File: src/sv/csvt_pkg.sv
`timescale 1ns / 1ps
// ----------------------------------------------------------------------------
// csvt_pkg
// Shared types and constants for the CSV byte stream tokenizer.
// ----------------------------------------------------------------------------
package csvt_pkg;

  localparam logic [7:0] BYTE_LF    = 8'd10;
  localparam logic [7:0] BYTE_CR    = 8'd13;
  localparam logic [7:0] BYTE_QUOTE = 8'd34;
  localparam logic [7:0] SEP_RESET  = 8'd44;

  localparam logic [15:0] SHOW_MAX = 16'hFFFF;

  localparam logic [2:0] KIND_DATA   = 3'd0;
  localparam logic [2:0] KIND_CELL   = 3'd1;
  localparam logic [2:0] KIND_ROW    = 3'd2;
  localparam logic [2:0] KIND_UNTERM = 3'd3;
  localparam logic [2:0] KIND_STRAY  = 3'd4;

  typedef enum logic [1:0] {
    MODE_START,
    MODE_PLAIN,
    MODE_QUOTED,
    MODE_QSEEN
  } mode_t;

  typedef struct packed {
    logic [2:0]  kind;
    logic [7:0]  data;
    logic [15:0] row;
    logic [15:0] cell_no;
    logic        last;
  } res_t;

endpackage

File: src/sv/csvt_if.sv
`timescale 1ns / 1ps
// ----------------------------------------------------------------------------
// csvt_in_if / csvt_out_if / csvt_cfg_if
// Valid/ready channels of the tokenizer: byte input, token output, config.
// ----------------------------------------------------------------------------
interface csvt_in_if;
  logic       valid;
  logic       ready;
  logic [7:0] in_byte;
  logic       end_of_input;

  modport source (output valid, output in_byte, output end_of_input, input ready);
  modport sink   (input valid, input in_byte, input end_of_input, output ready);
endinterface

interface csvt_out_if;
  logic        valid;
  logic        ready;
  logic [2:0]  kind;
  logic [7:0]  out_byte;
  logic [15:0] row_number;
  logic [15:0] cell_number;
  logic        last;

  modport source (output valid, output kind, output out_byte, output row_number,
                  output cell_number, output last, input ready);
  modport sink   (input valid, input kind, input out_byte, input row_number,
                  input cell_number, input last, output ready);
endinterface

interface csvt_cfg_if;
  logic       valid;
  logic       ready;
  logic [7:0] separator;

  modport source (output valid, output separator, input ready);
  modport sink   (input valid, input separator, output ready);
endinterface

File: src/sv/csv_byte_stream_tokenizer_core.sv
`timescale 1ns / 1ps
// ----------------------------------------------------------------------------
// csv_byte_stream_tokenizer_core
// CSV tokenizer: quoted cells, doubled quotes, CRLF folding, row/cell counts.
// Tokens reach the output port from a registered 4-entry token queue.
// Throughput: one byte per cycle while the queue has room for two tokens;
// a byte's two tokens leave one at a time by the single-token output port.
// Reset (rst_n low, synchronous): separator back to 44, parser at cell
// start, no row open, counters zero, token queue empty.
// ----------------------------------------------------------------------------
module csv_byte_stream_tokenizer_core
  import csvt_pkg::*;
#(
  parameter int COUNT_BITS = 16
) (
  input logic        clk,
  input logic        rst_n,
  csvt_in_if.sink    in_if,
  csvt_out_if.source out_if,
  csvt_cfg_if.sink   cfg_if
);

  logic [7:0]            sep_r;
  mode_t                 mode_r;
  logic                  cr_held_r, cr_held_nxt;
  logic                  row_open_r;
  logic [COUNT_BITS-1:0] row_cnt_r;
  logic [COUNT_BITS-1:0] cell_cnt_r;

  logic                  accept;
  logic                  eoi;
  logic [7:0]            b;

  logic                  en_a, en_b;
  logic [7:0]            byte_a;
  mode_t                 mode_a, mode_b;
  logic                  ro_a, ro_b;
  logic [COUNT_BITS-1:0] row_a, row_b;
  logic [COUNT_BITS-1:0] cell_a, cell_b;
  logic                  emit_a, emit_b;
  res_t                  res_a, res_b;

  logic [1:0]            push_n;
  res_t                  d0, d1;
  logic                  space;
  res_t                  q;

  assign eoi    = in_if.end_of_input;
  assign b      = in_if.in_byte;
  assign accept = in_if.valid && in_if.ready;

  // held CR: released as a byte, or folded into the LF that follows
  assign en_a   = cr_held_r;
  assign byte_a = (!eoi && b == BYTE_LF) ? BYTE_LF : BYTE_CR;
  assign en_b   = eoi || (b != BYTE_CR && !(cr_held_r && b == BYTE_LF));
  assign cr_held_nxt = !eoi && (b == BYTE_CR);

  csvt_feed #(.COUNT_BITS(COUNT_BITS)) u_feed_a (
    .en_i       (en_a),
    .close_i    (1'b0),
    .byte_i     (byte_a),
    .sep_i      (sep_r),
    .mode_i     (mode_r),
    .row_open_i (row_open_r),
    .row_i      (row_cnt_r),
    .cell_i     (cell_cnt_r),
    .mode_o     (mode_a),
    .row_open_o (ro_a),
    .row_o      (row_a),
    .cell_o     (cell_a),
    .emit_o     (emit_a),
    .res_o      (res_a)
  );

  csvt_feed #(.COUNT_BITS(COUNT_BITS)) u_feed_b (
    .en_i       (en_b),
    .close_i    (eoi),
    .byte_i     (b),
    .sep_i      (sep_r),
    .mode_i     (mode_a),
    .row_open_i (ro_a),
    .row_i      (row_a),
    .cell_i     (cell_a),
    .mode_o     (mode_b),
    .row_open_o (ro_b),
    .row_o      (row_b),
    .cell_o     (cell_b),
    .emit_o     (emit_b),
    .res_o      (res_b)
  );

  always_comb begin
    push_n = accept ? (2'(emit_a) + 2'(emit_b)) : 2'd0;
    d0     = emit_a ? res_a : res_b;
    d0.last = !(emit_a && emit_b);
    d1     = res_b;
    d1.last = 1'b1;
  end

  always_ff @(posedge clk) begin
    if (!rst_n) begin
      sep_r      <= SEP_RESET;
      mode_r     <= MODE_START;
      cr_held_r  <= 1'b0;
      row_open_r <= 1'b0;
      row_cnt_r  <= '0;
      cell_cnt_r <= '0;
    end else begin
      if (cfg_if.valid && cfg_if.ready) begin
        sep_r <= cfg_if.separator;
      end
      if (accept) begin
        mode_r     <= mode_b;
        cr_held_r  <= cr_held_nxt;
        row_open_r <= ro_b;
        row_cnt_r  <= row_b;
        cell_cnt_r <= cell_b;
      end
    end
  end

  csvt_res_fifo u_fifo (
    .clk      (clk),
    .rst_n    (rst_n),
    .push_n_i (push_n),
    .d0_i     (d0),
    .d1_i     (d1),
    .space_o  (space),
    .valid_o  (out_if.valid),
    .ready_i  (out_if.ready),
    .q_o      (q)
  );

  assign cfg_if.ready       = 1'b1;
  assign in_if.ready        = space;
  assign out_if.kind        = q.kind;
  assign out_if.out_byte    = q.data;
  assign out_if.row_number  = q.row;
  assign out_if.cell_number = q.cell_no;
  assign out_if.last        = q.last;

  a_eoi_clears: assert property (@(posedge clk) disable iff (!rst_n)
    accept && eoi |=> !cr_held_r && !row_open_r && mode_r == MODE_START)
    else $error("end of input did not reset parse state");

  a_cr_held: assert property (@(posedge clk) disable iff (!rst_n)
    accept && !eoi && b == BYTE_CR |=> cr_held_r)
    else $error("CR not held back");

  a_stall_has_tokens: assert property (@(posedge clk) disable iff (!rst_n)
    !in_if.ready |-> out_if.valid)
    else $error("input stalled with empty token queue");

endmodule

File: src/sv/csvt_feed.sv
`timescale 1ns / 1ps
// ----------------------------------------------------------------------------
// csvt_feed
// One parser step: takes one byte (or an end-of-input close) against the
// current parse state and gives the next state and at most one token.
// ----------------------------------------------------------------------------
module csvt_feed
  import csvt_pkg::*;
#(
  parameter int COUNT_BITS = 16
) (
  input  logic                  en_i,
  input  logic                  close_i,
  input  logic [7:0]            byte_i,
  input  logic [7:0]            sep_i,
  input  mode_t                 mode_i,
  input  logic                  row_open_i,
  input  logic [COUNT_BITS-1:0] row_i,
  input  logic [COUNT_BITS-1:0] cell_i,
  output mode_t                 mode_o,
  output logic                  row_open_o,
  output logic [COUNT_BITS-1:0] row_o,
  output logic [COUNT_BITS-1:0] cell_o,
  output logic                  emit_o,
  output res_t                  res_o
);

  function automatic logic [COUNT_BITS-1:0] sat_inc(input logic [COUNT_BITS-1:0] v);
    return (v == {COUNT_BITS{1'b1}}) ? v : v + 1'b1;
  endfunction

  mode_t                 m;
  logic                  ro;
  logic [COUNT_BITS-1:0] r;
  logic [COUNT_BITS-1:0] c;
  logic                  emit;
  logic                  quote_open;
  logic [2:0]            kind_v;
  logic [7:0]            data_v;
  logic [31:0]           r32;
  logic [31:0]           c32;

  always_comb begin
    m          = mode_i;
    ro         = row_open_i;
    r          = row_i;
    c          = cell_i;
    emit       = 1'b0;
    quote_open = 1'b0;
    kind_v     = KIND_DATA;
    data_v     = 8'd0;
    if (en_i && close_i) begin
      if (ro) begin
        emit = 1'b1;
        case (m)
          MODE_START: begin
            c      = sat_inc(c);
            kind_v = KIND_ROW;
          end
          MODE_QUOTED: kind_v = KIND_UNTERM;
          default:     kind_v = KIND_ROW;
        endcase
      end
      m  = MODE_START;
      ro = 1'b0;
    end else if (en_i) begin
      if (!ro) begin
        ro = 1'b1;
        r  = sat_inc(r);
        c  = '0;
      end
      if (m == MODE_START) begin
        c = sat_inc(c);
        if (byte_i == BYTE_QUOTE) begin
          m          = MODE_QUOTED;
          quote_open = 1'b1;
        end else begin
          m = MODE_PLAIN;
        end
      end
      if (!quote_open) begin
        case (m)
          MODE_PLAIN: begin
            emit = 1'b1;
            if (byte_i == BYTE_LF) begin
              kind_v = KIND_ROW;
              m      = MODE_START;
              ro     = 1'b0;
            end else if (byte_i == sep_i) begin
              kind_v = KIND_CELL;
              m      = MODE_START;
            end else begin
              data_v = byte_i;
            end
          end
          MODE_QUOTED: begin
            if (byte_i == BYTE_QUOTE) begin
              m = MODE_QSEEN;
            end else if (byte_i == BYTE_LF) begin
              emit   = 1'b1;
              kind_v = KIND_UNTERM;
              m      = MODE_START;
              ro     = 1'b0;
            end else begin
              emit   = 1'b1;
              data_v = byte_i;
            end
          end
          default: begin
            emit = 1'b1;
            if (byte_i == BYTE_QUOTE) begin
              data_v = BYTE_QUOTE;
              m      = MODE_QUOTED;
            end else if (byte_i == BYTE_LF) begin
              kind_v = KIND_ROW;
              m      = MODE_START;
              ro     = 1'b0;
            end else if (byte_i == sep_i) begin
              kind_v = KIND_CELL;
              m      = MODE_START;
            end else begin
              kind_v = KIND_STRAY;
              m      = MODE_START;
            end
          end
        endcase
      end
    end
  end

  assign r32 = 32'(r);
  assign c32 = 32'(c);

  assign mode_o     = m;
  assign row_open_o = ro;
  assign row_o      = r;
  assign cell_o     = c;
  assign emit_o     = emit;

  always_comb begin
    res_o.kind    = kind_v;
    res_o.data    = data_v;
    res_o.row     = (r32 > 32'(SHOW_MAX)) ? SHOW_MAX : r32[15:0];
    res_o.cell_no = (c32 > 32'(SHOW_MAX)) ? SHOW_MAX : c32[15:0];
    res_o.last    = 1'b0;
  end

endmodule

File: src/sv/csvt_res_fifo.sv
`timescale 1ns / 1ps
// ----------------------------------------------------------------------------
// csvt_res_fifo
// Four-entry token queue; takes up to two tokens per cycle, gives one.
// ----------------------------------------------------------------------------
module csvt_res_fifo
  import csvt_pkg::*;
(
  input  logic       clk,
  input  logic       rst_n,
  input  logic [1:0] push_n_i,
  input  res_t       d0_i,
  input  res_t       d1_i,
  output logic       space_o,
  output logic       valid_o,
  input  logic       ready_i,
  output res_t       q_o
);

  localparam int DEPTH = 4;
  localparam int AW    = $clog2(DEPTH);
  localparam int CW    = AW + 1;

  res_t          mem_r [DEPTH];
  logic [AW-1:0] wp_r, wp_nxt;
  logic [AW-1:0] rp_r, rp_nxt;
  logic [CW-1:0] cnt_r, cnt_nxt;
  logic          pop;

  assign pop     = valid_o && ready_i;
  assign valid_o = (cnt_r != '0);
  assign space_o = (cnt_r <= CW'(DEPTH - 2));
  assign q_o     = mem_r[rp_r];

  assign wp_nxt  = wp_r + AW'(push_n_i);
  assign rp_nxt  = rp_r + AW'(pop);
  assign cnt_nxt = cnt_r + CW'(push_n_i) - CW'(pop);

  always_ff @(posedge clk) begin
    if (!rst_n) begin
      wp_r  <= '0;
      rp_r  <= '0;
      cnt_r <= '0;
    end else begin
      wp_r  <= wp_nxt;
      rp_r  <= rp_nxt;
      cnt_r <= cnt_nxt;
    end
  end

  always_ff @(posedge clk) begin
    if (push_n_i != 2'd0) begin
      mem_r[wp_r] <= d0_i;
    end
    if (push_n_i == 2'd2) begin
      mem_r[wp_r + AW'(1)] <= d1_i;
    end
  end

endmodule

File: src/flat_wrapper.sv
// flat-port wrapper written by rule: the top's interface ports become plain ports
module csv_byte_stream_tokenizer_core_flat import csvt_pkg::*;
#(
  parameter int COUNT_BITS = 16
)
  (clk, rst_n, in_if_valid, in_if_in_byte, in_if_end_of_input, in_if_ready, out_if_valid, out_if_kind, out_if_out_byte, out_if_row_number, out_if_cell_number, out_if_last, out_if_ready, cfg_if_valid, cfg_if_separator, cfg_if_ready);
  csvt_in_if in_if_i ();
  csvt_out_if out_if_i ();
  csvt_cfg_if cfg_if_i ();
  input logic clk;
  input logic rst_n;
  input wire logic [$bits(in_if_i.valid)-1:0] in_if_valid;
  input wire logic [$bits(in_if_i.in_byte)-1:0] in_if_in_byte;
  input wire logic [$bits(in_if_i.end_of_input)-1:0] in_if_end_of_input;
  output wire logic [$bits(in_if_i.ready)-1:0] in_if_ready;
  output wire logic [$bits(out_if_i.valid)-1:0] out_if_valid;
  output wire logic [$bits(out_if_i.kind)-1:0] out_if_kind;
  output wire logic [$bits(out_if_i.out_byte)-1:0] out_if_out_byte;
  output wire logic [$bits(out_if_i.row_number)-1:0] out_if_row_number;
  output wire logic [$bits(out_if_i.cell_number)-1:0] out_if_cell_number;
  output wire logic [$bits(out_if_i.last)-1:0] out_if_last;
  input wire logic [$bits(out_if_i.ready)-1:0] out_if_ready;
  input wire logic [$bits(cfg_if_i.valid)-1:0] cfg_if_valid;
  input wire logic [$bits(cfg_if_i.separator)-1:0] cfg_if_separator;
  output wire logic [$bits(cfg_if_i.ready)-1:0] cfg_if_ready;
  assign in_if_i.valid = in_if_valid;
  assign in_if_i.in_byte = in_if_in_byte;
  assign in_if_i.end_of_input = in_if_end_of_input;
  assign in_if_ready = in_if_i.ready;
  assign out_if_valid = out_if_i.valid;
  assign out_if_kind = out_if_i.kind;
  assign out_if_out_byte = out_if_i.out_byte;
  assign out_if_row_number = out_if_i.row_number;
  assign out_if_cell_number = out_if_i.cell_number;
  assign out_if_last = out_if_i.last;
  assign out_if_i.ready = out_if_ready;
  assign cfg_if_i.valid = cfg_if_valid;
  assign cfg_if_i.separator = cfg_if_separator;
  assign cfg_if_ready = cfg_if_i.ready;
  csv_byte_stream_tokenizer_core #(.COUNT_BITS(COUNT_BITS)) u_core (.clk(clk), .rst_n(rst_n), .in_if(in_if_i), .out_if(out_if_i), .cfg_if(cfg_if_i));
endmodule
File: config.mk
export PLATFORM = sky130hd
export DESIGN_NAME = csv_byte_stream_tokenizer_core_flat
export DESIGN_NICKNAME = d
export VERILOG_FILES = /design/src/sv/csvt_pkg.sv /design/src/sv/csvt_if.sv /design/src/sv/csv_byte_stream_tokenizer_core.sv /design/src/sv/csvt_feed.sv /design/src/sv/csvt_res_fifo.sv /design/src/flat_wrapper.sv
export SDC_FILE = /design/constraint.sdc
export NUM_CORES = 1
export LEC_CHECK = 0
export ABC_AREA = 0
export BUFFER_PORTS_ARGS = -buffer_cell sky130_fd_sc_hd__buf_2
export CAP_MARGIN = 20
export CORE_MARGIN = 4
export CORE_UTILIZATION = 40
export DETAILED_ROUTE_END_ITERATION = 16
export GPL_TIMING_DRIVEN = 0
export PLACE_DENSITY = 0.53
export SYNTH_ARGS = -nofsm -noshare
export SYNTH_HDL_FRONTEND = slang
export SYNTH_HIERARCHICAL = 1
export SYNTH_SLANG_ARGS = --single-unit
export TNS_END_PERCENT = 100
File: constraint.sdc
create_clock -name clk -period 8.55 [get_ports clk]
set_input_delay 0.4275 -clock clk [delete_from_list [all_inputs] [get_ports clk]]
set_output_delay 0.4275 -clock clk [all_outputs]
set_load 0.005 [all_outputs]
== Word-level counts from Yosys, hierarchy flattened ==
Memory sizes are Yosys's and may differ from the RTL's. A register that Yosys moved wholly into a read port is not among the register bits.
Index checks and enable logic that the tools add are counted.

* RAM bits: 176
* Memories kept: 1
* Output and inout bits: 47
* Bits in registers: 51
* Latch bits: 0
* Bits in read-only memories: 0

{| class="wikitable"
|+ Memories
! name !! depth !! width !! read ports !! clocked after memory_dff !! wr ports !! RTL line !! source
|-
| u_core.u_fifo.mem_r || 4 || 44 || 1 || 1 || 2 || csvt_res_fifo.sv:24 || <nowiki>res_t mem_r [DEPTH];</nowiki>
|}

* Shift-type cells: 0
* Add/sub/neg operators: 11
* Bitwise operators: 0
* Div/mod/pow operators: 0
* Reduce and logical (&&, ||, !) cells: 16
* Equality and inequality tests: 19
* $lt $le $gt $ge: 5
* Muxes and demuxes: 126
* $mul: 0

{| class="wikitable"
|+ Operators by type and width
! operator !! number
|-
| 2-to-1 mux 16 bit || 26
|-
| 2-to-1 mux 8 bit || 13
|-
| adder 16 x 1 -> 16 bit (second input constant) || 5
|-
| equality test 16 bit (second input constant) || 5
|-
| greater-than comparator 16 bit (second input constant) || 4
|-
| 2-to-1 mux 2 bit || 31
|-
| 2-to-1 mux 44 bit || 1
|-
| 2-to-1 mux 3 bit || 12
|-
| 2-to-1 mux 1 bit || 35
|-
| case mux 8 bit (2 select lines) || 2
|-
| equality test 8 x 4 -> 1 bit (second input constant) || 3
|-
| equality test 8 x 6 -> 1 bit (second input constant) || 2
|-
| equality test 8 bit || 2
|-
| 2-to-1 mux 6 bit || 2
|-
| case mux 3 bit (2 select lines) || 2
|-
| equality test 2 bit (second input constant) || 4
|-
| logical AND 1 bit || 8
|-
| != test 8 x 4 -> 1 bit (second input constant) || 1
|-
| case mux 2 bit (2 select lines) || 2
|-
| equality test 2 x 1 -> 1 bit (second input constant) || 2
|-
| logical NOT 2 bit || 2
|-
| adder 3 x 2 -> 3 bit || 1
|-
| less-or-equal comparator 3 x 2 -> 1 bit (second input constant) || 1
|-
| logical NOT 1 bit || 3
|-
| 8 further kinds || 8
|}

== Depth between registers and ports, before layout ==
* Word-level depth: 26
* Mapped depth: 21

== Modules after synthesis ==
The synthesis kept the hierarchy.

{| class="wikitable"
|+ By module, submodules not included
! module !! area an instance (um^2) !! times used !! cells an instance
|-
| csvt_res_fifo || 8961.1 || 1 || 470
|-
| csv_byte_stream_tokenizer_core || 2217.1 || 1 || 245
|-
| csvt_feed (u_core.u_feed_b) || 2127.0 || 1 || 345
|-
| csvt_feed (u_core.u_feed_a) || 2054.5 || 1 || 315
|}

== Least setup slack after synthesis ==
Ideal clock, no wire load.

* Path kind: in2reg
* From: input port in_if_in_byte[5]
* To: memory u_core/u_fifo/mem_r[0][0] in the netlist's numbering (enable)
* Setup slack: 847 ps
* Buffers on the path: 1
* Cell stages on the path: 15
* Arrival time: 7197 ps
* Cells stage by stage: nor4_1 -> nand3b_1 -> or4b_1 -> or4b_4 -> nor4b_4 -> a21oi_1 -> nand2_1 -> o31ai_1 -> clkbuf_1 -> nor3_1 -> o21ai_0 -> ha_1 -> and3_1 -> o21bai_1 -> o21ai_0

{| class="wikitable"
|+ RTL lines
! what !! RTL line !! source
|-
| from (decl) || flat_wrapper.sv:13 || <nowiki>input wire logic [$bits(in_if_i.in_byte)-1:0] in_if_in_byte;</nowiki>
|-
| to (decl) || csvt_res_fifo.sv:24 ||
|}

==> results.json <==
{
  "status": "completed",
  "endpoint_kind": "flip-flop",
  "critical_path.startpoint": "in_if_in_byte[5]",
  "die_w_microns": 204,
  "wl_met3_microns": 2460,
  "wl_met2_microns": 20000,
  "slew_viol_final": 0,
  "fin_tns_setup_ns": 0,
  "dr.max_layer_used": "met4",
  "path_clk_slew_ns": 0.06,
  "via_count": 11500,
  "die_y_microns": 204,
  "leakage_nw": 6.34,
  "rows": 71,
  "critPathRequiredTime_ns": 8.80,
  "cts_buffers": 27,
  "cp.arrival_ns": 6.64,
  "grt_first_pass_wirelength_microns": 69200,
  "area_growth_syn_to_layout_pct": 14.0,
  "drv_cap": 0,
  "rr_worst_depth": 17,
  "hpwl_microns": 32600,
  "ant_nets": 0,
  "grt_setup_unrepaired": "false",
  "hold_class": "primary input to flip-flop",
  "max_freq_mhz": 156,
  "antenna_cells": 0,
  "drt-initial-drc-count": 1165,
  "synth_warnings": 6,
  "start_util_pct": 40.6,
  "drive_gt1_share_pct": 34.0,
  "clk_path_buf_depth": 3,
  "min_from": "cfg_if_separator[5]",
  "firstDrtPassIters": 5,
  "gp_congestion": 0.971,
  "post_cts_buffers": 0,
  "grt_pass1_vias": 11400,
  "grt_usage_pct": 21.2,
  "htree_levels": 1,
  "fin_ws_ns": 2.16,
  "syn_area_sq_mm": 0.0153,
  "power_per_cell_area_mw_per_mm2": 175,
  "layout.nets": 1532,
  "place_inst": 1980,
  "syn_inst": 1371,
  "setup_viol": 0,
  "numPortBuffers": 66,
  "detail_route.wl_per_cell_microns": 22.1,
  "stdcell_area_sq_mm": 0.0175,
  "grt_max_degree": 26,
  "cp_max_fo": 22,
  "worstReg2RegEnd": "u_core/u_fifo/mem_r[1][9]",
  "worstSetupPathType": "primary input to flip-flop",
  "fin_cells": 2031,
  "ios": 69,
  "core_sq_mm": 0.0378,
  "cts_hold_buf": 0,
  "wl_microns": 45000,
  "finalHoldViolCount": 0,
  "cts_resized": 0,
  "reg2reg_slack_ns": 2.20,
  "fin_crit_sh_pct": 74.8,
  "rr_startpoint": "u_core/row_open_r",
  "power_mw": 3.06,
  "pre_cts_ws_ns": 1.66,
  "syn_area_per_cell_sq_um": 11.2,
  "endpoint": "u_core/u_fifo/mem_r[2][10]",
  "finalCriticalPeriod_ns": 6.39,
  "cts.sinks": 227,
  "clk_latency_ns": 0.57,
  "tightestPinTransition_ns": 1.17,
  "avgViaCountPerCell": 5.65,
  "m1WireLength_microns": 21200,
  "place_area_sq_mm": 0.0166,
  "fp.dieArea_sq_mm": 0.0415,
  "overflow": 0,
  "ir_drop_mv": 0.186,
  "finClkSkew_ns": 0.0193,
  "cts-root-buf": "clkbuf_16",
  "cts_tree": "built",
  "fillers": 3580,
  "grt_antenna_before_repair": 0,
  "hold-worst-slack_ns": 0.0874,
  "maxSlewHeadroom_pct": 22.2,
  "cp-start-kind": "primary input",
  "fin_util_pct": 46.3,
  "drcViolationCount": 0
}
-- critical path, stage by stage --
cell,delay [ns]
buf_2,0.14
nor4_1,0.29
nand3b_1,0.18
or4b_1,0.67
or4b_4,0.63
nor4b_4,0.45
a21oi_1,0.19
nand2_1,0.12
o31ai_1,0.11
clkbuf_1,0.26
nor3_1,0.63
o21ai_0,0.18
ha_1,0.33
and3_1,0.33
and4bb_2,0.35
buf_4,0.20
buf_2,0.34
o21bai_4,0.35
buf_16,0.23
buf_12,0.20
-- flip-flops by register name, summed over array words and instances, names as in the netlist --
| register | flops |
|---|---|
| u_core/cell_cnt_r | 16 |
| u_core/cr_held_r | 1 |
| u_core/mode_r | 2 |
| u_core/row_cnt_r | 16 |
| u_core/row_open_r | 1 |
| u_core/sep_r | 8 |
| u_core/u_fifo/cnt_r | 3 |
| u_core/u_fifo/mem_r | 176 |
| u_core/u_fifo/rp_r | 2 |
| u_core/u_fifo/wp_r | 2 |
-- worst min path at each step --
stage	endpoint	cells after the start
after floorplan	u_core/cell_cnt_r[10]	2
after global placement	u_core/cell_cnt_r[4]	2
after detailed placement	u_core/cell_cnt_r[10]	2
after CTS	u_core/sep_r[3]	3
after global routing	u_core/sep_r[2]	3
final	u_core/sep_r[5]	3
-- final cells by class --
class	count	area [sq um]	area share, %
inverter	30	113	0.644
tap	511	639	3.66
sequential	227	6310	36.1
timing repair buffer	76	488	2.79
clock inverter	9	104	0.594
clock buffer	41	779	4.46
multi-input combinational	995	8170	46.7
buffer	142	881	5.04
-- per-layer routing --
metal	up-vias	global-route usage (%)
li1	5414	-
met1	5586	31.3
met2	388	33.1
met3	80	2.54
met4	0	6.26
met5	-	0
-- placed cells by master, fill, tap and decap left out, types with 32 or more instances in the layout --
| cell | instances |
|---|---|
| dfxtp_1 | 51 |
| a21boi_0 | 37 |
| xor2_1 | 32 |
| nor2_1 | 54 |
| clkbuf_1 | 47 |
| buf_4 | 73 |
| nor3_1 | 33 |
| mux2_2 | 218 |
| mux4_2 | 44 |
| edfxtp_1 | 176 |
| nand3_1 | 40 |
| buf_2 | 94 |
| nand2_1 | 141 |
-- where the power goes --
group	internal [mW]	switching, mW	total (mW)
sequential	1.25	0.0273	1.27
combinational	0.296	0.343	0.640
clock	0.688	0.463	1.15
No activity file was read; power rests on OpenSTA's default activity.
